===== src/rtl/pee_pkg.sv =====
// ----------------------------------------------------------------------------
// pee_pkg
// Shared types and constants for the postfix expression evaluator: character
// codes, status codes, controller states and the command and status bundles.
// ----------------------------------------------------------------------------
package pee_pkg;

   localparam logic [7:0] SYM_ZERO  = 8'h30;
   localparam logic [7:0] SYM_NINE  = 8'h39;
   localparam logic [7:0] SYM_PLUS  = 8'h2B;
   localparam logic [7:0] SYM_MINUS = 8'h2D;
   localparam logic [7:0] SYM_STAR  = 8'h2A;
   localparam logic [7:0] SYM_SLASH = 8'h2F;

   localparam int DIV_STEPS = 32;
   localparam int DIV_CW    = $clog2(DIV_STEPS);

   typedef enum logic [2:0] {
      STATUS_OK        = 3'd0,
      STATUS_UNDERFLOW = 3'd1,
      STATUS_OVERFLOW  = 3'd2,
      STATUS_DIVZERO   = 3'd3,
      STATUS_INVALID   = 3'd4
   } status_type;

   typedef enum logic [2:0] {
      KIND_DIGIT,
      KIND_ADD,
      KIND_SUB,
      KIND_MUL,
      KIND_DIV,
      KIND_INVALID
   } kind_type;

   typedef enum logic [2:0] {
      ST_IDLE,
      ST_DECODE,
      ST_EXEC,
      ST_DIV,
      ST_DIVEND,
      ST_WRITE,
      ST_FINISH
   } state_type;

   typedef struct packed {
      logic       capture;
      logic       push;
      logic       exec;
      logic       div_start;
      logic       div_step;
      logic       div_done;
      logic       pop_write;
      logic       set_err;
      status_type err_code;
      logic       emit;
   } cmd_type;

   typedef struct packed {
      kind_type kind;
      logic     full;
      logic     lt2;
      logic     rhs_zero;
      logic     div_last;
      logic     out_busy;
      logic     last;
   } stat_type;

   function automatic kind_type decode_symbol(input logic [7:0] sym);
      kind_type k;
      k = KIND_INVALID;
      if (sym >= SYM_ZERO && sym <= SYM_NINE) begin
         k = KIND_DIGIT;
      end else if (sym == SYM_PLUS) begin
         k = KIND_ADD;
      end else if (sym == SYM_MINUS) begin
         k = KIND_SUB;
      end else if (sym == SYM_STAR) begin
         k = KIND_MUL;
      end else if (sym == SYM_SLASH) begin
         k = KIND_DIV;
      end
      return k;
   endfunction

endpackage


===== src/rtl/pee_controller.sv =====
// ----------------------------------------------------------------------------
// pee_controller
// Sequencer for one item at a time: accept, decode, operate, write back and,
// on the last item of an expression, load the result register.
// ----------------------------------------------------------------------------
module pee_controller (
   input  logic               clock,
   input  logic               reset,
   input  logic               req_valid,
   output logic               req_stall,
   input  pee_pkg::stat_type  stat,
   output pee_pkg::cmd_type   cmd
);

   pee_pkg::state_type state_ff;
   pee_pkg::state_type state_in;

   always_ff @(posedge clock) begin
      if (reset) begin
         state_ff <= pee_pkg::ST_IDLE;
      end else begin
         state_ff <= state_in;
      end
   end

   always_comb begin
      state_in  = state_ff;
      cmd       = '0;
      req_stall = 1'b1;
      case (state_ff)
         pee_pkg::ST_IDLE: begin
            req_stall = 1'b0;
            if (req_valid) begin
               cmd.capture = 1'b1;
               state_in    = pee_pkg::ST_DECODE;
            end
         end
         pee_pkg::ST_DECODE: begin
            state_in = pee_pkg::ST_FINISH;
            case (stat.kind)
               pee_pkg::KIND_DIGIT: begin
                  if (stat.full) begin
                     cmd.set_err  = 1'b1;
                     cmd.err_code = pee_pkg::STATUS_OVERFLOW;
                  end else begin
                     cmd.push = 1'b1;
                  end
               end
               pee_pkg::KIND_ADD, pee_pkg::KIND_SUB, pee_pkg::KIND_MUL: begin
                  if (stat.lt2) begin
                     cmd.set_err  = 1'b1;
                     cmd.err_code = pee_pkg::STATUS_UNDERFLOW;
                  end else begin
                     state_in = pee_pkg::ST_EXEC;
                  end
               end
               pee_pkg::KIND_DIV: begin
                  if (stat.lt2) begin
                     cmd.set_err  = 1'b1;
                     cmd.err_code = pee_pkg::STATUS_UNDERFLOW;
                  end else if (stat.rhs_zero) begin
                     cmd.set_err  = 1'b1;
                     cmd.err_code = pee_pkg::STATUS_DIVZERO;
                  end else begin
                     state_in = pee_pkg::ST_EXEC;
                  end
               end
               default: begin
                  cmd.set_err  = 1'b1;
                  cmd.err_code = pee_pkg::STATUS_INVALID;
               end
            endcase
         end
         pee_pkg::ST_EXEC: begin
            if (stat.kind == pee_pkg::KIND_DIV) begin
               cmd.div_start = 1'b1;
               state_in      = pee_pkg::ST_DIV;
            end else begin
               cmd.exec = 1'b1;
               state_in = pee_pkg::ST_WRITE;
            end
         end
         pee_pkg::ST_DIV: begin
            cmd.div_step = 1'b1;
            if (stat.div_last) begin
               state_in = pee_pkg::ST_DIVEND;
            end
         end
         pee_pkg::ST_DIVEND: begin
            cmd.div_done = 1'b1;
            state_in     = pee_pkg::ST_WRITE;
         end
         pee_pkg::ST_WRITE: begin
            cmd.pop_write = 1'b1;
            state_in      = pee_pkg::ST_FINISH;
         end
         pee_pkg::ST_FINISH: begin
            if (!stat.last) begin
               state_in = pee_pkg::ST_IDLE;
            end else if (!stat.out_busy) begin
               cmd.emit = 1'b1;
               state_in = pee_pkg::ST_IDLE;
            end
         end
         default: begin
            state_in = pee_pkg::ST_IDLE;
         end
      endcase
   end

endmodule


===== src/rtl/pee_datapath.sv =====
// ----------------------------------------------------------------------------
// pee_datapath
// Operand stack (top entry in a register, the rest in a memory), adder,
// multiplier, iterative divider, sticky error and the result register.
// ----------------------------------------------------------------------------
module pee_datapath #(
   parameter int STACK_DEPTH = 16
) (
   input  logic                     clock,
   input  logic                     reset,
   input  logic [7:0]               req_symbol,
   input  logic                     req_last,
   output logic                     rsp_valid,
   input  logic                     rsp_stall,
   output logic signed [31:0]       rsp_value,
   output logic [2:0]               rsp_status,
   input  pee_pkg::cmd_type         cmd,
   output pee_pkg::stat_type        stat
);

   localparam int CW = $clog2(STACK_DEPTH + 1);
   localparam int AW = $clog2(STACK_DEPTH);

   logic [31:0] mem [STACK_DEPTH];

   logic [7:0]              sym_ff;
   logic                    last_ff;
   logic [CW-1:0]           count_ff, count_in;
   logic [31:0]             tos_ff, tos_in;
   logic [31:0]             rd_ff;
   logic [31:0]             res_ff, res_in;
   pee_pkg::status_type     err_ff, err_in;
   logic                    rsp_valid_ff, rsp_valid_in;
   logic [31:0]             rsp_value_ff;
   pee_pkg::status_type     rsp_status_ff;

   logic [31:0]             dv_rem_ff, dv_rem_in;
   logic [31:0]             dv_quo_ff, dv_quo_in;
   logic [31:0]             dv_den_ff, dv_den_in;
   logic                    dv_neg_ff, dv_neg_in;
   logic [pee_pkg::DIV_CW-1:0] dv_cnt_ff, dv_cnt_in;

   logic [CW-1:0]           cnt_m1, cnt_m2;
   logic [AW-1:0]           wr_addr, rd_addr;
   logic [7:0]              digit_val;
   logic [32:0]             dv_shift, dv_diff;
   logic [31:0]             mag_a, mag_b;
   pee_pkg::status_type     out_status;

   assign cnt_m1    = count_ff - CW'(1);
   assign cnt_m2    = count_ff - CW'(2);
   assign wr_addr   = cnt_m1[AW-1:0];
   assign rd_addr   = cnt_m2[AW-1:0];
   assign digit_val = sym_ff - pee_pkg::SYM_ZERO;
   assign mag_a     = rd_ff[31] ? (32'd0 - rd_ff) : rd_ff;
   assign mag_b     = tos_ff[31] ? (32'd0 - tos_ff) : tos_ff;
   assign dv_shift  = {dv_rem_ff, dv_quo_ff[31]};
   assign dv_diff   = dv_shift - {1'b0, dv_den_ff};

   // stack memory, below-top entries only
   always_ff @(posedge clock) begin
      if (cmd.push && count_ff != '0) begin
         mem[wr_addr] <= tos_ff;
      end
      rd_ff <= mem[rd_addr];
   end

   always_comb begin
      if (err_ff != pee_pkg::STATUS_OK) begin
         out_status = err_ff;
      end else if (count_ff == '0) begin
         out_status = pee_pkg::STATUS_UNDERFLOW;
      end else begin
         out_status = pee_pkg::STATUS_OK;
      end
   end

   always_comb begin
      count_in = count_ff;
      tos_in   = tos_ff;
      res_in   = res_ff;
      err_in   = err_ff;
      if (cmd.push) begin
         count_in = count_ff + CW'(1);
         tos_in   = {24'd0, digit_val};
      end
      if (cmd.pop_write) begin
         count_in = cnt_m1;
         tos_in   = res_ff;
      end
      if (cmd.exec) begin
         case (stat.kind)
            pee_pkg::KIND_ADD: res_in = rd_ff + tos_ff;
            pee_pkg::KIND_SUB: res_in = rd_ff - tos_ff;
            pee_pkg::KIND_MUL: res_in = rd_ff * tos_ff;
            default:           res_in = res_ff;
         endcase
      end
      if (cmd.div_done) begin
         res_in = dv_neg_ff ? (32'd0 - dv_quo_ff) : dv_quo_ff;
      end
      if (cmd.set_err && err_ff == pee_pkg::STATUS_OK) begin
         err_in = cmd.err_code;
      end
      if (cmd.emit) begin
         count_in = '0;
         err_in   = pee_pkg::STATUS_OK;
      end
   end

   always_comb begin
      dv_rem_in = dv_rem_ff;
      dv_quo_in = dv_quo_ff;
      dv_den_in = dv_den_ff;
      dv_neg_in = dv_neg_ff;
      dv_cnt_in = dv_cnt_ff;
      if (cmd.div_start) begin
         dv_rem_in = '0;
         dv_quo_in = mag_a;
         dv_den_in = mag_b;
         dv_neg_in = rd_ff[31] ^ tos_ff[31];
         dv_cnt_in = '0;
      end else if (cmd.div_step) begin
         if (!dv_diff[32]) begin
            dv_rem_in = dv_diff[31:0];
            dv_quo_in = {dv_quo_ff[30:0], 1'b1};
         end else begin
            dv_rem_in = dv_shift[31:0];
            dv_quo_in = {dv_quo_ff[30:0], 1'b0};
         end
         dv_cnt_in = dv_cnt_ff + pee_pkg::DIV_CW'(1);
      end
   end

   always_comb begin
      if (cmd.emit) begin
         rsp_valid_in = 1'b1;
      end else if (rsp_stall) begin
         rsp_valid_in = rsp_valid_ff;
      end else begin
         rsp_valid_in = 1'b0;
      end
   end

   always_ff @(posedge clock) begin
      if (reset) begin
         count_ff     <= '0;
         err_ff       <= pee_pkg::STATUS_OK;
         rsp_valid_ff <= 1'b0;
      end else begin
         count_ff     <= count_in;
         err_ff       <= err_in;
         rsp_valid_ff <= rsp_valid_in;
      end
   end

   always_ff @(posedge clock) begin
      if (cmd.capture) begin
         sym_ff  <= req_symbol;
         last_ff <= req_last;
      end
      if (cmd.emit) begin
         rsp_status_ff <= out_status;
         rsp_value_ff  <= (out_status == pee_pkg::STATUS_OK) ? tos_ff : 32'd0;
      end
      tos_ff    <= tos_in;
      res_ff    <= res_in;
      dv_rem_ff <= dv_rem_in;
      dv_quo_ff <= dv_quo_in;
      dv_den_ff <= dv_den_in;
      dv_neg_ff <= dv_neg_in;
      dv_cnt_ff <= dv_cnt_in;
   end

   assign stat.kind     = pee_pkg::decode_symbol(sym_ff);
   assign stat.full     = count_ff >= CW'(STACK_DEPTH);
   assign stat.lt2      = count_ff < CW'(2);
   assign stat.rhs_zero = tos_ff == 32'd0;
   assign stat.div_last = dv_cnt_ff == pee_pkg::DIV_CW'(pee_pkg::DIV_STEPS - 1);
   assign stat.out_busy = rsp_valid_ff && rsp_stall;
   assign stat.last     = last_ff;

   assign rsp_valid  = rsp_valid_ff;
   assign rsp_value  = rsp_value_ff;
   assign rsp_status = rsp_status_ff;

endmodule


===== src/rtl/postfix_expression_evaluator.sv =====
// ----------------------------------------------------------------------------
// postfix_expression_evaluator
// Evaluates a postfix expression arriving one character per item. Digits are
// pushed, + - * / combine the two top entries, and the item marked last
// produces one result (value and status) and clears the stack and error.
// One item is worked on at a time. A digit, an invalid character or an
// operator that raises an error goes from decode straight to the finish
// state; other + - * pass through the operate and write-back states, and /
// also runs the 32-step shift-subtract divider. A last item whose result
// finds the result register still stalled waits there until it is taken.
// The stack keeps its top entry in a register and the rest in a memory.
// ----------------------------------------------------------------------------
module postfix_expression_evaluator #(
   parameter int STACK_DEPTH = 16
) (
   input  logic               clock,
   input  logic               reset,
   input  logic               req_valid,
   output logic               req_stall,
   input  logic [7:0]         req_symbol,
   input  logic               req_last,
   output logic               rsp_valid,
   input  logic               rsp_stall,
   output logic signed [31:0] rsp_value,
   output logic [2:0]         rsp_status
);

   pee_pkg::cmd_type  cmd;
   pee_pkg::stat_type stat;

   pee_controller u_controller (
      .clock     (clock),
      .reset     (reset),
      .req_valid (req_valid),
      .req_stall (req_stall),
      .stat      (stat),
      .cmd       (cmd)
   );

   pee_datapath #(
      .STACK_DEPTH (STACK_DEPTH)
   ) u_datapath (
      .clock      (clock),
      .reset      (reset),
      .req_symbol (req_symbol),
      .req_last   (req_last),
      .rsp_valid  (rsp_valid),
      .rsp_stall  (rsp_stall),
      .rsp_value  (rsp_value),
      .rsp_status (rsp_status),
      .cmd        (cmd),
      .stat       (stat)
   );

endmodule


===== config.mk =====
export PLATFORM = sky130hd
export DESIGN_NAME = postfix_expression_evaluator
export DESIGN_NICKNAME = d
export VERILOG_FILES = /design/src/rtl/pee_pkg.sv /design/src/rtl/pee_controller.sv /design/src/rtl/pee_datapath.sv /design/src/rtl/postfix_expression_evaluator.sv
export SDC_FILE = /design/constraint.sdc
export NUM_CORES = 2
export LEC_CHECK = 0
export BUFFER_PORTS_ARGS = -buffer_cell sky130_fd_sc_hd__buf_2
export CORE_MARGIN = 5
export CORE_UTILIZATION = 60
export CTS_BUF_LIST = sky130_fd_sc_hd__clkbuf_8
export DETAILED_ROUTE_END_ITERATION = 16
export GPL_TIMING_DRIVEN = 0
export PLACE_DENSITY_LB_ADDON = 0.25
export SLEW_MARGIN = 15
export SYNTH_ARGS = -nofsm -noshare
export SYNTH_HDL_FRONTEND = slang
export SYNTH_SLANG_ARGS = --single-unit

===== constraint.sdc =====
create_clock -name clock -period 10.5 [get_ports clock]
set_clock_uncertainty 0.2 [all_clocks]
set_input_delay 1.575 -clock clock [delete_from_list [all_inputs] [get_ports clock]]
set_output_delay 1.575 -clock clock [all_outputs]
set_load 0.01 [all_outputs]

==> impl_metrics.py <==
metrics = {
    "status": {
        "status": "finished clean",
    },
    "synth": {
        "async_flop_share_pct": 0,
        "synth_common_cells": "edfxtp_1 (685), inv_1 (441), fa_1 (410)",
        "ys_ff_latch": 766,
        "yosysWarnings": 0,
        "ys_seq_area_share_pct": 44.1,
        "synth_edf_count": 685,
        "yosysMostFrequentCell": "edfxtp_1",
        "syn_nets": 4740,
        "synth_area_um2": 50300,
        "ys_types": 76,
        "yosys.area.top_type": "edfxtp_1",
        "synthFlopType": "edfxtp_1",
        "synthDominantCellAreaShare_pct": 40.9,
        "yosys-top-cells-area": "edfxtp_1 (41%), fa_1 (16%), mux4_2 (7.2%)",
        "synthCells": 4115,
        "avgSynthCellArea_um2": 12.2,
    },
    "floorplan": {
        "initial_core_util_pct": 60.3,
        "ioPinCount": 50,
        "die_x_um": 300,
        "dieArea_um2": 89800,
        "die_height_um": 300,
        "core_area_um2": 83400,
        "rows": 106,
    },
    "cells_and_area": {
        "final_net_count": 4938,
        "area_growth_pct": 9.47,
        "multiInputGateArea_um2": 25800,
        "fillers": 6174,
        "regArea_um2": 22200,
        "drive_above_1_share_pct": 10.1,
    },
    "grt": {
        "grt_max_degree": 35,
        "grt_pass1_vias": 35100,
        "grt_usage_pct": 33.4,
        "grt_pass1_wl_um": 221000,
        "grt_overflow": 0,
        "antenna_found_initial": 8,
    },
    "clocking": {
        "cts_buffers": 115,
        "root_buffer": "clkbuf_8",
        "cts.htree.levels": 3,
        "cts.sinks": 766,
        "clk_latency_ns": 0.76,
        "clockBufferDepth": 3,
        "cts_tree": "built",
        "cts_hold_buf": 0,
        "path_clk_slew_ns": 0.06,
    },
    "sta": {
        "layout_worst_path_cycle_share_pct": 98.4,
        "fin_setup_tns_ns": 0,
        "hold_viol": 0,
        "drv_slew": 0,
        "rsz0062_at_grt": "no",
        "slew_headroom_pct": 16.2,
        "setup_viol_count_final": 0,
        "worstMarginPinSlew_ns": 1.25,
        "fin_crit_ns": 10.33,
        "fmax_mhz": 96.8,
    },
    "min_path": {
        "hold_class": "reg2reg",
    },
    "setup_path": {
        "critical_path.max_fanout": 11,
        "required_ns": 10.74,
        "critPathArrivalTime_ns": 10.57,
        "path_class": "reg2reg",
        "cp-start-kind": "register",
        "worstSetupEndpointType": "register",
    },
    "placed_design": {
        "dp_hpwl_um": 113000,
        "place_congestion": 1.05,
        "portBuffers": 49,
    },
    "route": {
        "drc": 0,
        "drt-pass1-iter-count": 7,
        "vias": 34600,
        "routed_wl_um": 150000,
        "dr.first_iter.drc_count": 3887,
        "routedWlPerCell_um": 27.3,
        "ant_nets": 0,
        "via_per_inst": 6.29,
    },
    "job": {
        "drv_cap": 0,
    },
}
## registers in the layout, indices dropped and copies added, names as in the netlist
name and count:
u_datapath.mem 512, u_datapath.dv_den_ff 32, u_datapath.dv_quo_ff 32, u_datapath.dv_rem_ff 32
u_datapath.rd_ff 32, u_datapath.res_ff 32, u_datapath.rsp_value 32, u_datapath.tos_ff 32
u_datapath.sym_ff 8, u_datapath.count_ff 5, u_datapath.dv_cnt_ff 5, u_controller.state_ff 3
u_datapath.err_ff 3, u_datapath.rsp_status 3, u_datapath.dv_neg_ff 1, u_datapath.last_ff 1
u_datapath.rsp_valid 1
## area by class of cell
cell class	count	share of cell area [%]
Sequential cell	766	40.3
Clock buffer	129	3.22
Clock inverter	84	0.872
Antenna cell	3	0.0136
Tap cell	1080	2.45
Buffer	237	1.63
Timing Repair Buffer	81	1.76
Inverter	441	3.00
Multi-Input combinational cell	2671	46.8
## critical path: stages, from the launching register on
cell and delay [ns]:
edfxtp_1 0.82, clkbuf_1 0.67, clkbuf_1 0.71, and2_1 0.25
fa_1 0.45, fa_1 0.50, fa_1 0.53, inv_1 0.05
fa_1 0.47, inv_1 0.05, fa_1 0.50, inv_1 0.05
fa_1 0.54, inv_1 0.05, fa_1 0.48, fa_1 0.58
ha_1 0.26, clkbuf_1 0.21, a2111o_1 0.46, o21a_1 0.18
a32oi_1 0.40, a21oi_1 0.19, o21ai_1 0.66, mux2i_1 0.27
o21ai_0 0.31, o22ai_1 0.16
## per-layer routing
metal,vias to the layer above,routed length [um],track usage (%)
met2,2109,69100,52.8
met1,17300,55500,43.9
met5,-,55,0
li1,14600,-,-
met4,8,10200,18.3
met3,540,15300,6.98
## cells in the final DEF, fill, tap and decap left out, types with 94 or more instances in the layout
cell type  synthesis  layout
edfxtp_1         685     685
inv_1            441     490
fa_1             410     410
nand2_1          387     387
and2_1           370     370
clkbuf_1         219     216
ha_1             202     202
mux4_2           160     160
xnor2_1          147     145
clkbuf_8           0     129
nand3_1          119     119
o21ai_0          116     115
nor2_1           126     109
xor2_1           107     107
a21oi_1           95      94
## final timing paths
check / from / end / slack, ns / depth (start not counted)
hold / removal: u_datapath.dv_rem_ff[13]$_SDFFE_PP0P_ / u_datapath.dv_rem_ff[13]$_SDFFE_PP0P_ / 0.29 / 2
hold reg to reg: u_datapath.dv_rem_ff[13]$_SDFFE_PP0P_ / u_datapath.dv_rem_ff[13]$_SDFFE_PP0P_ / 0.29 / 2
setup reg to reg: u_datapath.tos_ff[7]$_DFFE_PP_ / u_datapath.res_ff[30]$_DFFE_PP_ / 0.17 / 25
setup / recovery: u_datapath.tos_ff[7]$_DFFE_PP_ / u_datapath.res_ff[30]$_DFFE_PP_ / 0.17 / 25
## timing repair
item | CTS | global route
cloned | 0 | 0
setup buffers | 0 | 1
endpoints found under the setup margin | 1 | 1
resized for setup | 1 | 0
## metrics by stage
| step | instance area [um^2] | util [%] | setup slack [ns] | hold WS, ns | cells |
|---|---|---|---|---|---|
| after global placement | 51900 | 62.2 | 0.140 | 0.251 | 5244 |
| final | 55100 | 66.1 | 0.173 | 0.293 | 5492 |
| after detailed placement | 52800 | 63.3 | 0.0315 | 0.284 | 5275 |
| after global routing | 55100 | 66.0 | 0.134 | 0.318 | 5490 |
| after floorplan | 50300 | - | 2.72 | 0.240 | 4115 |
| after CTS | 55100 | 66.0 | 0.318 | 0.283 | 5488 |
## cells by family (layout without fill, tap and decap cells)
group                    Yosys count  in the layout  share of synthesized area (%)
AO/OA/AOI/OAI                    441            441                           5.70
XOR/XNOR                         254            254                           4.42
adder cells (fa/ha/maj)          612            612                           21.3
buffers and inverters            678            972                           5.06
flip-flops                       766            766                           44.1
multiplexers                     168            168                           7.32
other                              0              3                              0
AND/OR/NAND/NOR                 1196           1196                           12.1
Power is not shown: default switching activity piles up to over one toggle a cycle in this logic, so the estimate is an artifact.
